$ cat src/bope_pkg.sv
// Shared types, constants and byte/digit helper functions for the
// byte-offset pair digit encoder. No dependencies.
package bope_pkg;

  localparam int QUEUE_DEPTH = 4;

  // Control-character remaps before the offset is applied.
  localparam logic [7:0] CHAR_NEWLINE   = 8'd10;
  localparam logic [7:0] CHAR_TAB       = 8'd9;
  localparam logic [7:0] CHAR_BACKSPACE = 8'd8;
  localparam logic [7:0] CHAR_BELL      = 8'd7;
  localparam logic [7:0] MAP_NEWLINE    = 8'd127;
  localparam logic [7:0] MAP_TAB        = 8'd128;
  localparam logic [7:0] MAP_BACKSPACE  = 8'd129;
  localparam logic [7:0] MAP_BELL       = 8'd130;
  localparam logic [7:0] BYTE_OFFSET    = 8'd68;

  // Lead code for a pair of repdigit (multiple of 11 mod 100) bytes.
  localparam logic [7:0] REPDIGIT_CODE  = 8'd25;

  // Reciprocal of 10: (v * 205) >> 11 is exact for v < 1029.
  localparam logic [7:0] RECIP10        = 8'd205;
  localparam int         RECIP10_SHIFT  = 11;

  // One queue entry: one or two codes, last flag applies to the final code.
  typedef struct packed {
    logic [7:0] code0;
    logic [7:0] code1;
    logic       two;
    logic       last;
  } entry_t;

  typedef struct packed {
    logic [4:0] tens_full;  // v / 10
    logic [3:0] tens;       // (v mod 100) / 10
    logic [3:0] units;      // v mod 10
    logic       rep11;      // (v mod 100) is a multiple of 11
  } digits_t;

  function automatic logic [7:0] map_byte(input logic [7:0] c);
    logic [7:0] v;
    priority if (c == CHAR_NEWLINE)   v = MAP_NEWLINE;
    else if (c == CHAR_TAB)           v = MAP_TAB;
    else if (c == CHAR_BACKSPACE)     v = MAP_BACKSPACE;
    else if (c == CHAR_BELL)          v = MAP_BELL;
    else                              v = c;
    return v + BYTE_OFFSET;
  endfunction

  function automatic digits_t split(input logic [7:0] v);
    digits_t    d;
    logic [15:0] prod;
    logic [4:0]  q;
    logic [7:0]  q8;
    logic [7:0]  u8;
    logic [4:0]  t;
    prod = {8'd0, v} * {8'd0, RECIP10};
    q    = prod[RECIP10_SHIFT +: 5];
    q8   = {3'd0, q};
    u8   = v - ((q8 << 3) + (q8 << 1));
    priority if (q >= 5'd20) t = q - 5'd20;
    else if (q >= 5'd10)     t = q - 5'd10;
    else                     t = q;
    d.tens_full = q;
    d.tens      = t[3:0];
    d.units     = u8[3:0];
    d.rep11     = (t[3:0] == u8[3:0]);
    return d;
  endfunction

  // hi*10 + lo for two decimal digits
  function automatic logic [7:0] join_digits(input logic [3:0] hi, input logic [3:0] lo);
    logic [7:0] h;
    h = {4'd0, hi};
    return (h << 3) + (h << 1) + {4'd0, lo};
  endfunction

endpackage

$ cat src/bope_if.sv
// Valid/ready channel interfaces for input characters and output codes.
// No dependencies.
interface bope_char_if;
  logic       valid;
  logic       ready;
  logic [7:0] char_in;
  logic       last_in;

  modport source (output valid, output char_in, output last_in, input ready);
  modport sink   (input valid, input char_in, input last_in, output ready);
endinterface

interface bope_code_if;
  logic       valid;
  logic       ready;
  logic [7:0] code_out;
  logic       last_out;

  modport source (output valid, output code_out, output last_out, input ready);
  modport sink   (input valid, input code_out, input last_out, output ready);
endinterface

$ cat src/bope_front.sv
// Front end: maps each character, holds the pending byte, classifies the
// pairing and pushes at most one queue entry per character. Depends on bope_pkg, bope_if.
module bope_front (
  input  logic            clk,
  input  logic            rst,
  bope_char_if.sink       char_chan,
  input  logic            q_full,
  output logic            push,
  output bope_pkg::entry_t push_entry
);
  import bope_pkg::*;

  logic [7:0] pending_code;
  logic       pending_valid;

  logic [7:0] n_code;
  digits_t    dn;
  digits_t    dp;
  logic       accept;
  logic       paired;
  logic [7:0] pc0;
  logic [7:0] pc1;

  assign char_chan.ready = !q_full;
  assign accept          = char_chan.valid && !q_full;

  assign n_code = map_byte(char_chan.char_in);
  assign dn     = split(n_code);
  assign dp     = split(pending_code);

  always_comb begin
    paired = 1'b1;
    pc0    = 8'd0;
    pc1    = join_digits(dp.units, dn.units);
    priority if (pending_code == n_code) begin
      pc0 = {4'd0, dp.tens} + 8'd1;
      pc1 = {4'd0, dp.units} + 8'd1;
    end else if (dp.tens_full == dn.tens_full) begin
      pc0 = {3'd0, dp.tens_full} + 8'd1;
    end else if (dp.rep11 && dn.rep11) begin
      pc0 = REPDIGIT_CODE;
    end else begin
      paired = 1'b0;
    end
  end

  always_comb begin
    push_entry = '0;
    push       = 1'b0;
    if (pending_valid && paired) begin
      push_entry.code0 = pc0;
      push_entry.code1 = pc1;
      push_entry.two   = 1'b1;
      push_entry.last  = char_chan.last_in;
      push             = accept;
    end else if (pending_valid) begin
      // pending byte goes out alone; flush the new one too on last
      push_entry.code0 = pending_code;
      push_entry.code1 = n_code;
      push_entry.two   = char_chan.last_in;
      push_entry.last  = char_chan.last_in;
      push             = accept;
    end else begin
      push_entry.code0 = n_code;
      push_entry.code1 = n_code;
      push_entry.two   = 1'b0;
      push_entry.last  = 1'b1;
      push             = accept && char_chan.last_in;
    end
  end

  always_ff @(posedge clk) begin
    if (rst) begin
      pending_valid <= 1'b0;
      pending_code  <= '0;
    end else if (accept) begin
      if ((pending_valid && paired) || char_chan.last_in) begin
        pending_valid <= 1'b0;
        pending_code  <= '0;
      end else begin
        pending_valid <= 1'b1;
        pending_code  <= n_code;
      end
    end
  end

endmodule

$ cat src/bope_queue.sv
// Small FIFO of encoder entries between front and back ends.
// Depends on bope_pkg.
module bope_queue #(
  parameter int Depth = bope_pkg::QUEUE_DEPTH
) (
  input  logic             clk,
  input  logic             rst,
  input  logic             push,
  input  bope_pkg::entry_t push_entry,
  input  logic             pop,
  output logic             full,
  output logic             empty,
  output bope_pkg::entry_t head
);
  import bope_pkg::*;

  localparam int PtrW = (Depth > 1) ? $clog2(Depth) : 1;
  localparam int CntW = $clog2(Depth + 1);
  localparam logic [PtrW-1:0] LastPtr = PtrW'(Depth - 1);
  localparam logic [CntW-1:0] FullCnt = CntW'(Depth);

  entry_t          mem [Depth];
  logic [PtrW-1:0] wr_ptr;
  logic [PtrW-1:0] rd_ptr;
  logic [CntW-1:0] count;

  assign full  = (count == FullCnt);
  assign empty = (count == '0);
  assign head  = mem[rd_ptr];

  always_ff @(posedge clk) begin
    if (push) begin
      mem[wr_ptr] <= push_entry;
    end
  end

  always_ff @(posedge clk) begin
    if (rst) begin
      wr_ptr <= '0;
      rd_ptr <= '0;
      count  <= '0;
    end else begin
      if (push) begin
        wr_ptr <= (wr_ptr == LastPtr) ? '0 : wr_ptr + 1'b1;
      end
      if (pop) begin
        rd_ptr <= (rd_ptr == LastPtr) ? '0 : rd_ptr + 1'b1;
      end
      unique case ({push, pop})
        2'b10:   count <= count + 1'b1;
        2'b01:   count <= count - 1'b1;
        default: count <= count;
      endcase
    end
  end

endmodule

$ cat src/bope_back.sv
// Back end: serializes each queue entry into one or two output code beats.
// Depends on bope_pkg, bope_if.
module bope_back (
  input  logic             clk,
  input  logic             rst,
  input  logic             empty,
  input  bope_pkg::entry_t head,
  output logic             pop,
  bope_code_if.source      code_chan
);
  import bope_pkg::*;

  logic second;   // emitting the second code of a two-code entry
  logic fire;

  assign code_chan.valid    = !empty;
  assign code_chan.code_out = second ? head.code1 : head.code0;
  assign code_chan.last_out = head.last && (second || !head.two);

  assign fire = code_chan.valid && code_chan.ready;
  assign pop  = fire && (second || !head.two);

  always_ff @(posedge clk) begin
    if (rst) begin
      second <= 1'b0;
    end else if (fire) begin
      second <= head.two && !second;
    end
  end

endmodule

$ cat src/byte_offset_pair_digit_encoder.sv
// Byte-offset pair digit encoder, top level.
// Depends on bope_pkg, bope_if, bope_front, bope_queue, bope_back.
// Input takes one character per cycle while the queue is not full; an entry
//   is written to the queue when the character that completes it is taken,
//   then drains as one or two beats through the back end's single code port.
// Reset (rst, synchronous): clears pending byte, queue pointers and back-end
//   phase; input ready rises in the first cycle after reset.
module byte_offset_pair_digit_encoder #(
  parameter int QueueDepth = bope_pkg::QUEUE_DEPTH
) (
  input  logic        clk,
  input  logic        rst,
  bope_char_if.sink   char_chan,
  bope_code_if.source code_chan
);
  import bope_pkg::*;

  // front -> queue
  logic   push;
  entry_t push_entry;
  // queue status and head
  logic   q_full;
  logic   q_empty;
  entry_t head;
  // back -> queue
  logic   pop;

  // Front: map, hold pending byte, decide pair / single / flush.
  bope_front u_front (
    .clk        (clk),
    .rst        (rst),
    .char_chan  (char_chan),
    .q_full     (q_full),
    .push       (push),
    .push_entry (push_entry)
  );

  // Queue decouples input acceptance from output stalls.
  bope_queue #(
    .Depth (QueueDepth)
  ) u_queue (
    .clk        (clk),
    .rst        (rst),
    .push       (push),
    .push_entry (push_entry),
    .pop        (pop),
    .full       (q_full),
    .empty      (q_empty),
    .head       (head)
  );

  // Back: one code beat per cycle while the consumer takes them.
  bope_back u_back (
    .clk       (clk),
    .rst       (rst),
    .empty     (q_empty),
    .head      (head),
    .pop       (pop),
    .code_chan (code_chan)
  );

endmodule

$ cat src/flat_wrapper.sv
// flat-port wrapper written by rule: the top's interface ports become plain ports
module byte_offset_pair_digit_encoder_flat import bope_pkg::*;
#(
  parameter int QueueDepth = bope_pkg::QUEUE_DEPTH
)
  (clk, rst, char_chan_valid, char_chan_char_in, char_chan_last_in, char_chan_ready, code_chan_valid, code_chan_code_out, code_chan_last_out, code_chan_ready);
  bope_char_if char_chan_i ();
  bope_code_if code_chan_i ();
  input  logic clk;
  input  logic rst;
  input wire logic [$bits(char_chan_i.valid)-1:0] char_chan_valid;
  input wire logic [$bits(char_chan_i.char_in)-1:0] char_chan_char_in;
  input wire logic [$bits(char_chan_i.last_in)-1:0] char_chan_last_in;
  output wire logic [$bits(char_chan_i.ready)-1:0] char_chan_ready;
  output wire logic [$bits(code_chan_i.valid)-1:0] code_chan_valid;
  output wire logic [$bits(code_chan_i.code_out)-1:0] code_chan_code_out;
  output wire logic [$bits(code_chan_i.last_out)-1:0] code_chan_last_out;
  input wire logic [$bits(code_chan_i.ready)-1:0] code_chan_ready;
  assign char_chan_i.valid = char_chan_valid;
  assign char_chan_i.char_in = char_chan_char_in;
  assign char_chan_i.last_in = char_chan_last_in;
  assign char_chan_ready = char_chan_i.ready;
  assign code_chan_valid = code_chan_i.valid;
  assign code_chan_code_out = code_chan_i.code_out;
  assign code_chan_last_out = code_chan_i.last_out;
  assign code_chan_i.ready = code_chan_ready;
  byte_offset_pair_digit_encoder #(.QueueDepth(QueueDepth)) u_core (.clk(clk), .rst(rst), .char_chan(char_chan_i), .code_chan(code_chan_i));
endmodule
$ cat config.mk
export PLATFORM = sky130hd
export DESIGN_NAME = byte_offset_pair_digit_encoder_flat
export DESIGN_NICKNAME = d
export VERILOG_FILES = /design/src/bope_pkg.sv /design/src/bope_if.sv /design/src/bope_front.sv /design/src/bope_queue.sv /design/src/bope_back.sv /design/src/byte_offset_pair_digit_encoder.sv /design/src/flat_wrapper.sv
export SDC_FILE = /design/constraint.sdc
export NUM_CORES = 1
export LEC_CHECK = 0
export BUFFER_PORTS_ARGS = -buffer_cell sky130_fd_sc_hd__buf_2
export CAP_MARGIN = 20
export CORE_UTILIZATION = 55
export CTS_CLUSTER_DIAMETER = 80
export DETAILED_ROUTE_END_ITERATION = 10
export PLACE_DENSITY = 0.72
export SETUP_SLACK_MARGIN = 0.5
export SLEW_MARGIN = 20
export SYNTH_ARGS = -nofsm -noshare
export SYNTH_HDL_FRONTEND = slang
export SYNTH_SLANG_ARGS = --single-unit
export TNS_END_PERCENT = 1
$ cat constraint.sdc
create_clock -name clk -period 10.2 [get_ports clk]
set_clock_uncertainty 0.15 [all_clocks]
set_input_delay 0.51 -clock clk [delete_from_list [all_inputs] [get_ports clk]]
set_output_delay 0.51 -clock clk [all_outputs]
set_load 0.005 [all_outputs]
==> flow_metrics.py <==
metrics = {
    "routing": {
        "first_pass_iters": 5,
        "drc": 0,
        "wirelength_um": 17200,
        "viasPerCell": 6.00,
        "ant_nets": 0,
        "via_count": 5714,
        "detail_route.wl_per_cell_um": 18.1,
        "drt_iter0_markers": 410,
    },
    "die": {
        "dieWidth_um": 122,
        "dieArea_um2": 15000,
        "core_um2": 14000,
        "pin_count": 24,
        "die_h_um": 122,
        "fp-row-count": 43,
        "initial_core_util_pct": 56.9,
    },
    "placement": {
        "io_buffers": 23,
        "place_area_um2": 8220,
        "place.gp.congestion": 0.889,
        "dpl.hpwl_um": 13700,
    },
    "setup_path": {
        "worst_path_max_delay_cell": "or4_4",
        "worstPathArrival_ps": 8990,
        "max_stage_delay_ps": 570,
        "r2r-end": "u_core.u_queue.mem[2][6]$_DFFE_PP_",
        "cpMostUsedCell": "inv_1",
        "crit_buf_inv": 7,
        "ff2ff_path_depth": 23,
        "crit_fanout": 9,
        "critPathRequiredTime_ps": 10120,
        "worst_setup_path_start_kind": "input pin",
        "reg2reg_from": "u_core.u_front.pending_code[6]$_SDFFE_PP0P_",
        "critPathTopFamily": "adder cells",
        "crit_path_end_kind": "flop",
        "rrSetupSlack_ps": 2730,
        "crit_type": "input pin to flop",
    },
    "synth": {
        "synth_top_family_by_area": "adder cells",
        "synth_compound_area_share_pct": 13.3,
        "synth_cell_type_count": 76,
        "synth_adder_area_share_pct": 23.9,
        "ys_warn_count": 0,
        "netlist_area_um2": 7960,
        "async_reset_ff_share_pct": 0,
        "synth_edf_count": 72,
        "synthSimpleGateAreaFrac_pct": 10.8,
        "synth.ff_latch_count": 91,
        "synth_nets": 902,
        "synth_ff_type": "edfxtp_1",
        "muxShareOfSynthArea_pct": 8.13,
        "yosys.area_share.xor_xnor_pct": 5.82,
        "synth_cells": 752,
        "yosysSeqAreaShare_pct": 31.9,
        "avgSynthCellArea_um2": 10.6,
    },
    "global_routing": {
        "grt_pass1_vias": 5683,
        "grt_overflow_total": 0,
        "grt_max_degree": 21,
        "grt_pass1_wl_um": 28100,
        "grt.total_usage_pct": 24.4,
        "antenna_found_initial": 0,
    },
    "cells_and_area": {
        "drive_gt1_share_pct": 11.5,
        "final.fill_count": 1166,
        "final_common_cell": "ha_1",
        "multi_input_area_um2": 4940,
        "nets": 917,
        "n_antenna_cell": 0,
        "synthToLayoutAreaGrowth_pct": 8.14,
        "final_cell_mix": "ha_1, inv_1, edfxtp_1",
        "final_cell_area_um2": 8610,
        "seq_area_um2": 2540,
    },
    "sta": {
        "slew-limit-headroom_pct": 36.8,
        "finalHoldViolations": 0,
        "drv_slew": 0,
        "worst_slew_pin_slew_ps": 949,
        "tns_ps": 0,
        "min_period_over_period_pct": 88.9,
        "setup_viol": 0,
        "rsz0062_at_grt": "no",
        "max_freq_mhz": 110,
        "final.min_clock_period_ps": 9070,
    },
    "job": {
        "cap_violations": 0,
    },
    "hold_path": {
        "hold_depth": 2,
        "hp-start": "rst",
        "whs_endpoint": "u_core.u_back.second$_SDFFE_PP0P_",
        "hp-class": "input pin to flop",
    },
    "clocking": {
        "clk_pin_slew_worst_paths_ps": 60,
        "hold_buffers": 0,
        "cts_htree_levels": 3,
        "insertion_delay_ps": 330,
        "cts_tree": "built",
        "cts_buffer_depth": 2,
        "root_buffer": "clkbuf_16",
        "cts.sinks": 91,
        "cts_buffers": 9,
    },
    "power_and_ir_drop": {
        "ir_drop_uv": 301,
        "total_leakage_power_nw": 3.76,
        "power_density_nw_per_um2": 302,
    },
    "run_status": {
        "status": "finished clean",
    },
}
[metrics by stage]
stage          cells  power [mW]  hold slack [ps]  setup WS (ps)  utilization, %
2_1_floorplan    752        1.80              316           1490               -
3_3_place_gp     934        2.13              333            794            58.7
3_5_place_dp     934        2.17              346            470            58.7
4_1_cts          950        2.57              328            793            61.4
5_1_grt          952        2.82              338            600            61.5
6_report         952        2.60              336           1130            61.5
[cell type report]
cell class	instances	share of cell area, %
Sequential cell	91	29.5
Inverter	104	4.54
Multi-Input combinational cell	534	57.4
Clock buffer	9	2.62
Tap cell	180	2.62
Clock inverter	7	1.63
Timing Repair Buffer	27	1.69
[report_power, final]
part / internal, mW / total [mW] / switching [mW]
sequential: 0.462 / 0.493 / 0.0311
combinational: 0.709 / 1.71 / 1.00
clock: 0.263 / 0.393 / 0.130
total: 1.43 / 2.60 / 1.16
[registers in the layout, summed over array words and instances, names as in the netlist, named ones only]
name,cells
u_core.u_queue.count,3
u_core.u_queue.rd_ptr,2
u_core.u_queue.wr_ptr,2
u_core.u_queue.mem,72
u_core.u_front.pending_valid,1
u_core.u_front.pending_code,8
u_core.u_back.second,1
[metal layers]
metal	wire (um)	part of all wire, %	global-route usage [%]	vias up
met2	8340	48	41.4	136
li1	-	-	-	2780
met3	610	3.5	2.60	23
met1	7940	46	32.5	2775
met4	337	2.0	8.00	0
met5	0	0	0	-
[worst max path at each step]
stage                              start                                  to  depth (start not counted)  slack [ps]
floorplan           char_chan_char_in[5]  u_core.u_queue.mem[0][8]$_DFFE_PP_                         35        1490
global placement    char_chan_char_in[4]  u_core.u_queue.mem[0][8]$_DFFE_PP_                         36         790
detailed placement  char_chan_char_in[4]  u_core.u_queue.mem[0][8]$_DFFE_PP_                         36         470
CTS                 char_chan_char_in[4]  u_core.u_queue.mem[0][8]$_DFFE_PP_                         36         790
global route        char_chan_char_in[4]  u_core.u_queue.mem[3][8]$_DFFE_PP_                         35         600
finish              char_chan_char_in[4]  u_core.u_queue.mem[3][8]$_DFFE_PP_                         35        1130
[synth_stat cells (all sizes together) (19+ instances only)]
master | instances | share of area [%]
ha | 112 | 18
inv | 103 | 4.9
edfxtp | 72 | 27
nand2 | 35 | 1.7
xnor2 | 34 | 3.8
a21oi | 33 | 2.1
nor2 | 28 | 1.3
fa | 25 | 6.3
o21ai | 25 | 1.7
dfxtp | 19 | 4.8
nand3 | 19 | 1.2
[kinds of logic (layout without fill, tap and decap cells)]
family,after synthesis,after routing
and+or+nand+nor,159,159
buffers and inverters,127,147
DFF,91,91
AOI/OAI and AO/OA,145,145
muxes,41,41
adders and majority gates,137,137
xor gates and xnor gates,52,52
[timing repair]
item / in CTS / in global routing
setup endpoints to repair: 0 / 36
buffers inserted: 0 / 2
gates resized for setup: 0 / 2
Power figures use the tool's default switching activity.
